### src/rtl/clle_pkg.sv
// Package: sizes, codes, state encoding and helpers of the linked list engine.
`timescale 1ns / 1ps

package clle_pkg;

	localparam int NODES     = 16;
	localparam int IDX_W     = $clog2(NODES);
	localparam int LINK_W    = IDX_W + 1;
	localparam int VAL_W     = 32;
	localparam int REQ_W     = 3;
	localparam int STATUS_W  = 2;
	localparam int SLOT_W    = 4;
	localparam int RES_LIMIT = 16;
	localparam int DUMP_MAX  = (NODES < RES_LIMIT) ? NODES : RES_LIMIT;
	localparam int CNT_W     = $clog2(DUMP_MAX);

	typedef logic [LINK_W-1:0] link_t;
	typedef logic [IDX_W-1:0]  idx_t;
	typedef logic [CNT_W-1:0]  cnt_t;

	// null marker: one past the last node
	localparam link_t NIL = LINK_W'(NODES);

	typedef enum logic [REQ_W-1:0] {
		REQ_INS_HEAD   = 3'd0,
		REQ_INS_TAIL   = 3'd1,
		REQ_INS_SORTED = 3'd2,
		REQ_DELETE     = 3'd3,
		REQ_DUMP       = 3'd4
	} req_code_t;

	typedef enum logic [STATUS_W-1:0] {
		ST_OK        = 2'd0,
		ST_FULL      = 2'd1,
		ST_NOT_FOUND = 2'd2,
		ST_EMPTY     = 2'd3
	} status_t;

	typedef enum logic [3:0] {
		S_IDLE,
		S_START,
		S_WALK,
		S_CMP,
		S_LINK,
		S_DEL,
		S_EMIT,
		S_DUMP_RD,
		S_DUMP_OUT
	} state_t;

	// a link names a real node, not the null marker
	function automatic logic is_node(input link_t l);
		return l < NIL;
	endfunction

endpackage

### src/rtl/clle_if.sv
// Interfaces: request and response channels of the linked list engine.
`timescale 1ns / 1ps

interface clle_req_if;
	logic                                 valid;
	logic                                 ready;
	logic [clle_pkg::REQ_W-1:0]           req_type;
	logic signed [clle_pkg::VAL_W-1:0]    value;

	modport source (output valid, output req_type, output value, input ready);
	modport sink   (input valid, input req_type, input value, output ready);
endinterface

interface clle_rsp_if;
	logic                                 valid;
	logic                                 ready;
	logic [clle_pkg::STATUS_W-1:0]        status;
	logic [clle_pkg::SLOT_W-1:0]          slot;
	logic signed [clle_pkg::VAL_W-1:0]    elem_value;
	logic                                 last;

	modport source (output valid, output status, output slot, output elem_value,
		output last, input ready);
	modport sink   (input valid, input status, input slot, input elem_value,
		input last, output ready);
endinterface

### src/rtl/clle_ram.sv
// Generic single-port RAM with registered read data.
`timescale 1ns / 1ps

module clle_ram #(
	parameter int WIDTH = 32,
	parameter int DEPTH = 16
) (
	input  logic                     clk,
	input  logic                     we,
	input  logic                     re,
	input  logic [$clog2(DEPTH)-1:0] addr,
	input  logic [WIDTH-1:0]         wdata,
	output logic [WIDTH-1:0]         rdata
);

	logic [WIDTH-1:0] mem_q [DEPTH];

	// write port and registered read port share the address
	always_ff @(posedge clk) begin
		if (we) begin
			mem_q[addr] <= wdata;
		end
		if (re) begin
			rdata <= mem_q[addr];
		end
	end

endmodule

### src/rtl/cursor_linked_list_engine_core.sv
// Top level: sequencer, link store and free list of the linked list engine.
//
// Keeps one singly linked list of signed 32-bit values in a store of NODES
// nodes, unused nodes chained on a free list. Requests: insert at head, at
// tail, sorted (before the first node not smaller), delete first match, and
// dump. One request is handled at a time; req.ready is high only while the
// sequencer is idle. An insert at tail walks the list one link step per cycle;
// a sorted insert or delete visits each node with a value store read followed
// by a pass through the shared signed comparator; a dump reads and emits one
// element at a time. Links live in flip-flops and are restored on reset; node
// values sit in a single-port RAM.
`timescale 1ns / 1ps

module cursor_linked_list_engine_core (
	input  logic        clk,
	input  logic        arst_n,
	clle_req_if.sink    req,
	clle_rsp_if.source  rsp
);

	import clle_pkg::*;

	state_t                 state_q, state_d;
	logic [REQ_W-1:0]       req_q;
	logic signed [VAL_W-1:0] val_q;
	idx_t                   n_q;
	link_t                  cur_q, prev_q, free_q, head_q;
	link_t                  next_q [NODES];
	cnt_t                   cnt_q;

	status_t                res_status_q;
	logic [SLOT_W-1:0]      res_slot_q;
	logic signed [VAL_W-1:0] res_value_q;

	logic                   rsp_valid_q;
	status_t                rsp_status_q;
	logic [SLOT_W-1:0]      rsp_slot_q;
	logic signed [VAL_W-1:0] rsp_value_q;
	logic                   rsp_last_q;

	logic                   ram_we, ram_re;
	idx_t                   ram_addr;
	logic [VAL_W-1:0]       ram_rdata;

	logic                   accept, out_free, cur_ok, gt, eq, dump_last, load_out;
	idx_t                   cur_idx, prev_idx, free_idx;
	link_t                  cur_next;

	assign accept   = req.valid && req.ready;
	assign out_free = !rsp_valid_q || rsp.ready;
	assign cur_ok   = is_node(cur_q);
	assign cur_idx  = cur_q[IDX_W-1:0];
	assign prev_idx = prev_q[IDX_W-1:0];
	assign free_idx = free_q[IDX_W-1:0];
	assign cur_next = next_q[cur_idx];

	// shared signed comparator on the value just read
	assign gt = val_q > $signed(ram_rdata);
	assign eq = val_q == $signed(ram_rdata);

	assign dump_last = !is_node(cur_next) || (cnt_q == CNT_W'(DUMP_MAX - 1));

	assign req.ready       = (state_q == S_IDLE);
	assign rsp.valid       = rsp_valid_q;
	assign rsp.status      = rsp_status_q;
	assign rsp.slot        = rsp_slot_q;
	assign rsp.elem_value  = rsp_value_q;
	assign rsp.last        = rsp_last_q;

	clle_ram #(
		.WIDTH (VAL_W),
		.DEPTH (NODES)
	) u_value_ram (
		.clk   (clk),
		.we    (ram_we),
		.re    (ram_re),
		.addr  (ram_addr),
		.wdata (val_q),
		.rdata (ram_rdata)
	);

	// state register
	always_ff @(posedge clk or negedge arst_n) begin
		if (!arst_n) begin
			state_q <= S_IDLE;
		end else begin
			state_q <= state_d;
		end
	end

	// sequencer: next state and store controls
	always_comb begin
		state_d  = state_q;
		ram_we   = 1'b0;
		ram_re   = 1'b0;
		ram_addr = cur_idx;
		load_out = 1'b0;
		case (state_q)
			S_IDLE: begin
				if (accept) begin
					state_d = S_START;
				end
			end
			S_START: begin
				case (req_q)
					REQ_INS_HEAD: state_d = is_node(free_q) ? S_LINK : S_EMIT;
					REQ_INS_TAIL,
					REQ_INS_SORTED: state_d = is_node(free_q) ? S_WALK : S_EMIT;
					REQ_DELETE: state_d = S_WALK;
					REQ_DUMP: state_d = cur_ok ? S_DUMP_RD : S_EMIT;
					default: state_d = S_IDLE;
				endcase
			end
			S_WALK: begin
				if (!cur_ok) begin
					state_d = (req_q == REQ_DELETE) ? S_EMIT : S_LINK;
				end else if (req_q != REQ_INS_TAIL) begin
					ram_re  = 1'b1;
					state_d = S_CMP;
				end
			end
			S_CMP: begin
				if (req_q == REQ_DELETE) begin
					state_d = eq ? S_DEL : S_WALK;
				end else begin
					state_d = gt ? S_WALK : S_LINK;
				end
			end
			S_LINK: begin
				ram_we   = 1'b1;
				ram_addr = n_q;
				state_d  = S_EMIT;
			end
			S_DEL: begin
				state_d = S_EMIT;
			end
			S_EMIT: begin
				if (out_free) begin
					load_out = 1'b1;
					state_d  = S_IDLE;
				end
			end
			S_DUMP_RD: begin
				ram_re  = 1'b1;
				state_d = S_DUMP_OUT;
			end
			S_DUMP_OUT: begin
				if (out_free) begin
					load_out = 1'b1;
					state_d  = dump_last ? S_IDLE : S_DUMP_RD;
				end
			end
			default: state_d = S_IDLE;
		endcase
	end

	// cursors, free list and links
	always_ff @(posedge clk or negedge arst_n) begin
		if (!arst_n) begin
			cur_q  <= NIL;
			prev_q <= NIL;
			free_q <= LINK_W'(NODES - 1);
			head_q <= NIL;
			cnt_q  <= '0;
			for (int i = 0; i < NODES; i++) begin
				next_q[i] <= (i == 0) ? NIL : LINK_W'(i - 1);
			end
		end else begin
			case (state_q)
				S_IDLE: begin
					if (accept) begin
						cur_q  <= head_q;
						prev_q <= NIL;
						cnt_q  <= '0;
					end
				end
				S_START: begin
					// pop a node off the free list for an insert
					if ((req_q == REQ_INS_HEAD || req_q == REQ_INS_TAIL ||
						req_q == REQ_INS_SORTED) && is_node(free_q)) begin
						free_q <= next_q[free_idx];
					end
				end
				S_WALK: begin
					if (cur_ok && req_q == REQ_INS_TAIL) begin
						prev_q <= cur_q;
						cur_q  <= cur_next;
					end
				end
				S_CMP: begin
					if ((req_q == REQ_DELETE && !eq) || (req_q != REQ_DELETE && gt)) begin
						prev_q <= cur_q;
						cur_q  <= cur_next;
					end
				end
				S_LINK: begin
					// splice the new node in between prev and cur
					next_q[n_q] <= cur_q;
					if (is_node(prev_q)) begin
						next_q[prev_idx] <= {1'b0, n_q};
					end else begin
						head_q <= {1'b0, n_q};
					end
				end
				S_DEL: begin
					// unlink cur and push it on the free list
					if (is_node(prev_q)) begin
						next_q[prev_idx] <= cur_next;
					end else begin
						head_q <= cur_next;
					end
					next_q[cur_idx] <= free_q;
					free_q          <= cur_q;
				end
				S_DUMP_OUT: begin
					if (out_free) begin
						cur_q <= cur_next;
						cnt_q <= cnt_q + 1'b1;
					end
				end
				default: ;
			endcase
		end
	end

	// request payload and pending result
	always_ff @(posedge clk) begin
		if (accept) begin
			req_q <= req.req_type;
			val_q <= req.value;
		end
		case (state_q)
			S_START: begin
				n_q          <= free_idx;
				res_slot_q   <= '0;
				if (req_q == REQ_DUMP) begin
					res_status_q <= ST_EMPTY;
					res_value_q  <= '0;
				end else begin
					res_status_q <= ST_FULL;
					res_value_q  <= val_q;
				end
			end
			S_WALK: begin
				res_status_q <= ST_NOT_FOUND;
				res_slot_q   <= '0;
			end
			S_LINK: begin
				res_status_q <= ST_OK;
				res_slot_q   <= SLOT_W'(n_q);
			end
			S_DEL: begin
				res_status_q <= ST_OK;
				res_slot_q   <= SLOT_W'(cur_idx);
			end
			default: ;
		endcase
	end

	// response register: hold until taken
	always_ff @(posedge clk or negedge arst_n) begin
		if (!arst_n) begin
			rsp_valid_q <= 1'b0;
		end else if (load_out) begin
			rsp_valid_q <= 1'b1;
		end else if (rsp.ready) begin
			rsp_valid_q <= 1'b0;
		end
	end

	always_ff @(posedge clk) begin
		if (load_out) begin
			if (state_q == S_DUMP_OUT) begin
				rsp_status_q <= ST_OK;
				rsp_slot_q   <= SLOT_W'(cur_idx);
				rsp_value_q  <= $signed(ram_rdata);
				rsp_last_q   <= dump_last;
			end else begin
				rsp_status_q <= res_status_q;
				rsp_slot_q   <= res_slot_q;
				rsp_value_q  <= res_value_q;
				rsp_last_q   <= 1'b1;
			end
		end
	end

endmodule

### src/flat_wrapper.sv
// flat-port wrapper written by rule: the top's interface ports become plain ports
module cursor_linked_list_engine_core_flat import clle_pkg::*;
  (clk, arst_n, req_valid, req_req_type, req_value, req_ready, rsp_valid, rsp_status, rsp_slot, rsp_elem_value, rsp_last, rsp_ready);
  clle_req_if req_i ();
  clle_rsp_if rsp_i ();
  input  logic clk;
  input  logic arst_n;
  input wire logic [$bits(req_i.valid)-1:0] req_valid;
  input wire logic [$bits(req_i.req_type)-1:0] req_req_type;
  input wire logic [$bits(req_i.value)-1:0] req_value;
  output wire logic [$bits(req_i.ready)-1:0] req_ready;
  output wire logic [$bits(rsp_i.valid)-1:0] rsp_valid;
  output wire logic [$bits(rsp_i.status)-1:0] rsp_status;
  output wire logic [$bits(rsp_i.slot)-1:0] rsp_slot;
  output wire logic [$bits(rsp_i.elem_value)-1:0] rsp_elem_value;
  output wire logic [$bits(rsp_i.last)-1:0] rsp_last;
  input wire logic [$bits(rsp_i.ready)-1:0] rsp_ready;
  assign req_i.valid = req_valid;
  assign req_i.req_type = req_req_type;
  assign req_i.value = req_value;
  assign req_ready = req_i.ready;
  assign rsp_valid = rsp_i.valid;
  assign rsp_status = rsp_i.status;
  assign rsp_slot = rsp_i.slot;
  assign rsp_elem_value = rsp_i.elem_value;
  assign rsp_last = rsp_i.last;
  assign rsp_i.ready = rsp_ready;
  cursor_linked_list_engine_core u_core (.clk(clk), .arst_n(arst_n), .req(req_i), .rsp(rsp_i));
endmodule
### config.mk
export PLATFORM = sky130hd
export DESIGN_NAME = cursor_linked_list_engine_core_flat
export DESIGN_NICKNAME = d
export VERILOG_FILES = /design/src/rtl/clle_pkg.sv /design/src/rtl/clle_if.sv /design/src/rtl/clle_ram.sv /design/src/rtl/cursor_linked_list_engine_core.sv /design/src/flat_wrapper.sv
export SDC_FILE = /design/constraint.sdc
export NUM_CORES = 1
export LEC_CHECK = 0
export BUFFER_PORTS_ARGS = -buffer_cell sky130_fd_sc_hd__buf_2
export CORE_MARGIN = 5
export CORE_UTILIZATION = 45
export DETAILED_ROUTE_END_ITERATION = 16
export HOLD_SLACK_MARGIN = 0.06
export RECOVER_POWER = 50
export SYNTH_ARGS = -nofsm -noshare
export SYNTH_HDL_FRONTEND = slang
export SYNTH_SLANG_ARGS = --single-unit
### constraint.sdc
create_clock -name clk -period 6.38 [get_ports clk]
set_input_delay 0.319 -clock clk [delete_from_list [all_inputs] [get_ports clk]]
set_output_delay 0.319 -clock clk [all_outputs]
set_load 0.03 [all_outputs]
== Word level (Yosys, flattened, before mapping) ==
Memory sizes are Yosys's and may differ from the RTL's. A register that Yosys moved wholly into a read port is not among the register bits.
Index checks and enable logic that the tools add are counted.
Cells by class
  equal/unequal tests: 25
  $mul: 0
  $lt $le $gt $ge: 12
  reduce and logical (&&, ||, !) cells: 36
  shift-type cells: 0
  divide/modulo/power cells: 0
  mux-type cells: 68
  $add $sub $neg: 1
  bitwise operators: 4
Operators with widths (number)
  $bwmux 80: 4
  $mux 80: 3
  $pmux 80 s2: 1
  $mux 5: 17
  $demux 5 s4: 3
  $bmux 5 s4: 2
  $mux 4: 10
  $eq 32x32->1: 1
  $gt 32x32->1: 1
  $mux 32: 1
  $pmux 4 s8: 1
  $ge 5x5->1 const B: 4
  $lt 5x5->1 const B: 4
  $not 4->5: 4
  $pmux 5 s2: 2
  $pmux 5 s4: 1
  $eq 4x3->1 const B: 4
  $pmux 4 s4: 1
  $lt 5x1->1 const B: 3
  $pmux 5 s3: 1
  $mux 3: 4
  $pmux 4 s3: 1
  $mux 1: 10
  $ne 2x1->1 const B: 5
  other kinds (28): 58
Storage, ports and cells
  ROM bits: 0
  latch bits: 0
  bits in writable memories: 512
  word-level logic and storage cells: 180
  flip-flop bits (word level): 225
  output and inout port bits: 41
  input bits: 39
  memories: 1
Memories
  u_core.u_value_ram.mem_q: depth 16, width 32, read ports 1, clocked after memory_dff 1, write ports 1, RTL line clle_ram.sv:16  | logic [WIDTH-1:0] mem_q [DEPTH];

== Logic depth before layout (Yosys ltp) ==
  depth after elaboration: 10
  depth in mapped cells: 11
  gate-level depth less buffers: 10

== Cells and area by module ==
From an unflattened synthesis, not the netlist that was laid out.
Second synthesis, totals
  cell total of the unflattened synthesis: 2238
  area total of the unflattened synthesis: 34438.0 um^2
By module, submodules not included
  clle_ram: area an instance 20183.1 um^2, seq. area each 16335.7 um^2, times used 1, cells an instance 840
  cursor_linked_list_engine_core: area an instance 14254.9 um^2, seq. area each 6256.0 um^2, times used 1, cells an instance 1398

== Least setup slack after synthesis ==
OpenSTA, ideal clock, no wires.
  path type: register to register
  start point: register u_core.state_q[3]
  end point: memory u_core.u_value_ram.mem_q[10][0], enable pin
  stages on the path, launching flop included: 5
  path slack: 1.741 ns
  data required time: 5.879 ns
  clock period less this slack: 4.639 ns
  arrival: 4.138 ns
  setup time: 0.501 ns
  buffers on the path: 0
  path through: dfrtp_1 > nand2b_1 > nor3_4 > nand2_1 > nor4_1
On the way
  cells in the longest elaborated chain, start to end: 4
  elaborated cells on any way between the ends: 5
  classes of those cells: eq/ne: 1; mux: 4
Ends and longest elaborated chain
  start: declaration: RTL line cursor_linked_list_engine_core.sv:23  | state_t state_q, state_d;
  start signal: assignment: RTL line cursor_linked_list_engine_core.sv:87  | state_q <= state_d;
  $eq 4x3->1 (*): RTL line cursor_linked_list_engine_core.sv:98  | case (state_q)
  $mux 1: RTL line cursor_linked_list_engine_core.sv:98
  $mux 1: RTL line clle_ram.sv:20  | if (we) begin
  $mux 1 (not written as such): RTL line clle_ram.sv:21  | mem_q[addr] <= wdata;
  end: declaration: RTL line clle_ram.sv:16
Every way passes the cells marked *; elsewhere a longest branch is shown, timed or not.

== Worst setup path in the final report ==
  start point: register u_core.state_q[0]
  end point: register u_core.u_value_ram.rdata[27] (read register of u_core.u_value_ram.mem_q), data pin
On the way
  cells in the longest elaborated chain, start to end: 2
  elaborated cells on any way between the ends: 5
  classes of those cells: eq/ne: 3; mux: 2
Ends and longest elaborated chain
  $eq 4x3->1 / $eq 4x2->1 (equally long branches): RTL line cursor_linked_list_engine_core.sv:98
  $pmux 1 s2 / $mux 4 (equally long branches): RTL line cursor_linked_list_engine_core.sv:98
  end: declaration: RTL line clle_ram.sv:13  | output logic [WIDTH-1:0] rdata
Several ways; a longest one is shown, not always the timed one.
A chain may end at the register's enable or synchronous reset.

==> qor.csv <==
stage;metric;value;unit
place;placed inst area;36100;um2
finish;commonest non-fill, non-tap cells in the layout;edfxtp_1, nand2_1, mux4_2, o21ai_0, nor2_1;
die;die width;287;um
pwr;Power Density;421;nW/um2
pwr;leakage;13.4;nW
route;vias per std cell;6.24;
clock_tree;CTS H-tree depth;3;
worst_setup_path;worst path bufs/invs;2;
logic_synthesis;Seq cells post-synth;769;
worst_setup_path;crit path kind;reg -> reg;
logic_synthesis;ys async rst share;14.2;%
place;HPWL after DPL;52.0;mm
sta;Clock Skew;0.0525;ns
logic_synthesis;Avg Inst Size Synth;14.9;um2
worst_setup_path;WP data arrival;5.08;ns
finish;cell area after layout;39100;um2
worst_setup_path;crit path max fanout;28;
clock_tree;TritonCTS buffer count;83;
grt;initial antenna violation count;3;
outcome;failing checks;max-capacitance violations, max-slew violations;
place;routability congestion estimate;0.858;
die;Starting Density;45.5;%
place;pre-CTS setup slack;2.11;ns
logic_synthesis;total number of yosys warnings;0;
route;DR vias;21900;
min_path;Hold Startpoint;rsp_ready;
logic_synthesis;syn_nets;2395;
worst_setup_path;Worst Setup End Kind;flip-flop;
sta;slew at the pin closest to its max-slew limit;3.19;ns
min_path;HP Class;in -> reg;
clock_tree;CTS root buffer;clkbuf_16;
sta;Setup TNS;0;ns
clock_tree;Clock Sinks;769;
sta;endpoints failing setup;0;
worst_setup_path;FF-to-FF path depth;9;
min_path;hold endpoint;u_core.rsp.valid$_DFFE_PN0P_;
clock_tree;CTS tree;yes;
route;Initial DRT Pass Iterations;5;
die;die area;82500;um2
clock_tree;post-cts sizing count;0;
logic_synthesis;largest area contributor in the netlist;edfxtp_1;
worst_setup_path;Critical R2R Launch;u_core.state_q[0]$_DFFE_PN0P_;
clock_tree;Worst-Skew Late Latency;0.66;ns
sta;Max Clock Freq;0.210;GHz
sta;Final Slew Violations;278;
min_path;Hold Path Stages;3;
die;Site Rows;101;
place;I/O Buffers;79;
finish;commonest non-fill, non-tap cell in the layout;edfxtp_1;
route;drt initial violations;2346;
die;core area;76100;um2
worst_setup_path;Slowest-stage cell, CP;a21oi_4;
worst_setup_path;Crit path largest cell delay;0.93;ns
grt;pin count of the biggest net entering global routing;70;
logic_synthesis;Main synth FF type;edfxtp_1;
logic_synthesis;mapped cell area;34600;um2
route;drt wl/cell;26.9;um
job;max-cap violations;7;
worst_setup_path;Top delay family on crit path;compound AO/OA/AOI/OAI gates;
grt;vias in the first global route;21400;
pwr;Worst VDD drop;224;uV
route;Final ANT Viol Nets;0;
grt;gr usage total;22.4;%
logic_synthesis;synthesized instance count;2323;
worst_setup_path;worst path cell trace;clkbuf_1 -> nor2_1 -> nand3_1 -> a21oi_4 -> buf_4 -> mux4_2 -> and2_1 -> a211oi_1 -> a31oi_1;
worst_setup_path;startpoint types;flip-flop;
clock_tree;clock buffer depth;3;
logic_synthesis;post-synth top area share;57.3;%
grt;Remaining Overflow, GRT;0;
sta;Final period util;74.6;%
die;io pins;80;
route;drc violations;0;
clock_tree;# hold bufs at CTS;36;
worst_setup_path;worst r2r dst;u_core.u_value_ram.rdata[27]$_DFFE_PP_;
grt;first-pass GRT wire length;139;mm
sta;RSZ-0062 raised after global routing;no;
route;detailed-route wire length;94.3;mm
sta;Slew headroom;-113;%
logic_synthesis;sequential element share of the synthesized area;65.3;%
finish;Final #Nets;2478;
sta;Final Hold Fails;0;
finish;layout cell share with drive strength beyond 1;18.5;%
clock_tree;Post CTS Setup Buffer Count;0;
worst_setup_path;Worst R2R Setup Slack;1.62;ns
logic_synthesis;Distinct cells, synth;59;
worst_setup_path;CP Depth;9;
logic_synthesis;top cells by area, synth;edfxtp_1, mux4_2, dfrtp_1;
sta;Final min period;4.76;ns
clock_tree;clk slew on worst S/H paths;0.06;ns
die;Die Ht;287;um
worst_setup_path;Data required, critical path;6.71;ns
finish;area grow syn2layout;13.0;%
sta;Worst Slack Setup Final;1.62;ns
outcome;status;complete, but fails checks;
logic_synthesis;Post-synth EDFFs;660;
-- kinds of logic after synthesis --
kind of cell | after synthesis | share of synthesized area [%]
flops | 769 | 65.3
simple gates | 560 | 7.31
compound gates | 477 | 9.13
mux | 267 | 14.3
buf+inv | 213 | 2.68
fa+ha+maj | 34 | 1.22
xor+xnor | 3 | 0.0760
-- metal layers --
layer | vias to the layer above | track usage, % | part of all wire, %
met2 | 1172 | 35.2 | 47
met1 | 11200 | 32.2 | 42
met3 | 175 | 4.49 | 8.9
li1 | 9289 | - | -
met5 | - | 0 | 0
met4 | 0 | 6.37 | 2.3
-- state kept, by name (all words and copies together), names as in the netlist, 5 cells and up --
| register | cells |
|---|---|
| u_core.u_value_ram.rdata | 32 |
| u_core.head_q | 5 |
| u_core.val_q | 32 |
| u_core.u_value_ram.mem_q | 512 |
| u_core.free_q | 5 |
| u_core.prev_q | 5 |
| u_core.res_value_q | 32 |
| u_core.cur_q | 5 |
| u_core.next_q | 80 |
| u_core.rsp.elem_value | 32 |
-- per-stage QoR --
step                power, mW  std cells  hold WS [ns]  util (%)
floorplan                10.2       2323        0.0234         -
global placement         11.6       3315         0.354      47.4
detailed placement       11.7       3315         0.368      47.4
CTS                      16.5       3504        0.0881      51.4
global route             17.2       3504         0.126      51.3
finish                   16.5       3505         0.116      51.4
-- final cells by class --
type | count | area, um2
Antenna cell | 1 | 2.50
Clock inverter | 47 | 531
Inverter | 48 | 180
Timing Repair Buffer | 163 | 1070
Tap cell | 1030 | 1290
Multi-Input combinational cell | 1341 | 11200
Clock buffer | 106 | 2190
Sequential cell | 769 | 22600
Fill cell | 6294 | 37000
-- worst register-to-register path, delay by kind of cell, from the launching register on --
family                 cells  cell delay (ns)
and+or+nand+nor            3             1.12
buffers and inverters      2             1.20
muxes                      1             0.59
AOI/OAI and AO/OA          3             1.22
DFF                        1             0.35
-- worst max-delay path by stage --
stage | start | to | slack (ns)
floorplan | u_core.state_q[3]$_DFFE_PN0P_ | u_core.u_value_ram.mem_q[10][0]$_DFFE_PP_ | 1.74
global placement | u_core.state_q[0]$_DFFE_PN0P_ | u_core.u_value_ram.rdata[25]$_DFFE_PP_ | 2.18
detailed placement | u_core.state_q[0]$_DFFE_PN0P_ | u_core.u_value_ram.rdata[29]$_DFFE_PP_ | 2.11
CTS | u_core.state_q[0]$_DFFE_PN0P_ | u_core.u_value_ram.rdata[1]$_DFFE_PP_ | 2.12
global route | u_core.state_q[0]$_DFFE_PN0P_ | u_core.u_value_ram.rdata[27]$_DFFE_PP_ | 1.27
finish | u_core.state_q[0]$_DFFE_PN0P_ | u_core.u_value_ram.rdata[27]$_DFFE_PP_ | 1.62
-- cell usage after synthesis (3+ instances only) --
| cell | number |
|---|---|
| a31oi_1 | 34 |
| mux4_1 | 4 |
| o21ai_0 | 145 |
| and2_1 | 44 |
| mux2_2 | 21 |
| a221oi_1 | 36 |
| inv_1 | 47 |
| nand2b_1 | 12 |
| nor4_1 | 12 |
| a22o_1 | 13 |
| nand2_1 | 242 |
| a221o_1 | 30 |
| buf_4 | 11 |
| nand3b_1 | 6 |
| o32a_1 | 5 |
| a22oi_1 | 12 |
| edfxtp_1 | 660 |
| and3_1 | 3 |
| a21oi_1 | 80 |
| nand3_1 | 13 |
| buf_6 | 9 |
| or2_2 | 5 |
| dfstp_2 | 36 |
| buf_1 | 12 |
| mux4_2 | 173 |
| buf_2 | 16 |
| nand4_1 | 11 |
| nor3b_1 | 5 |
| o31ai_1 | 33 |
| dfrtp_1 | 73 |
| nor2b_1 | 34 |
| a21o_1 | 9 |
| nor3_1 | 37 |
| nor2_1 | 133 |
| a211oi_1 | 57 |
| a32oi_1 | 9 |
| ha_1 | 33 |
| clkbuf_1 | 117 |
| mux2i_1 | 69 |
-- power by group --
part	total [mW]	internal, mW	switching (mW)
clock	4.77	2.72	2.05
combinational	4.66	1.76	2.89
sequential	7.03	6.37	0.662
total	16.5	10.8	5.61
(Power assumes the default switching activity.)
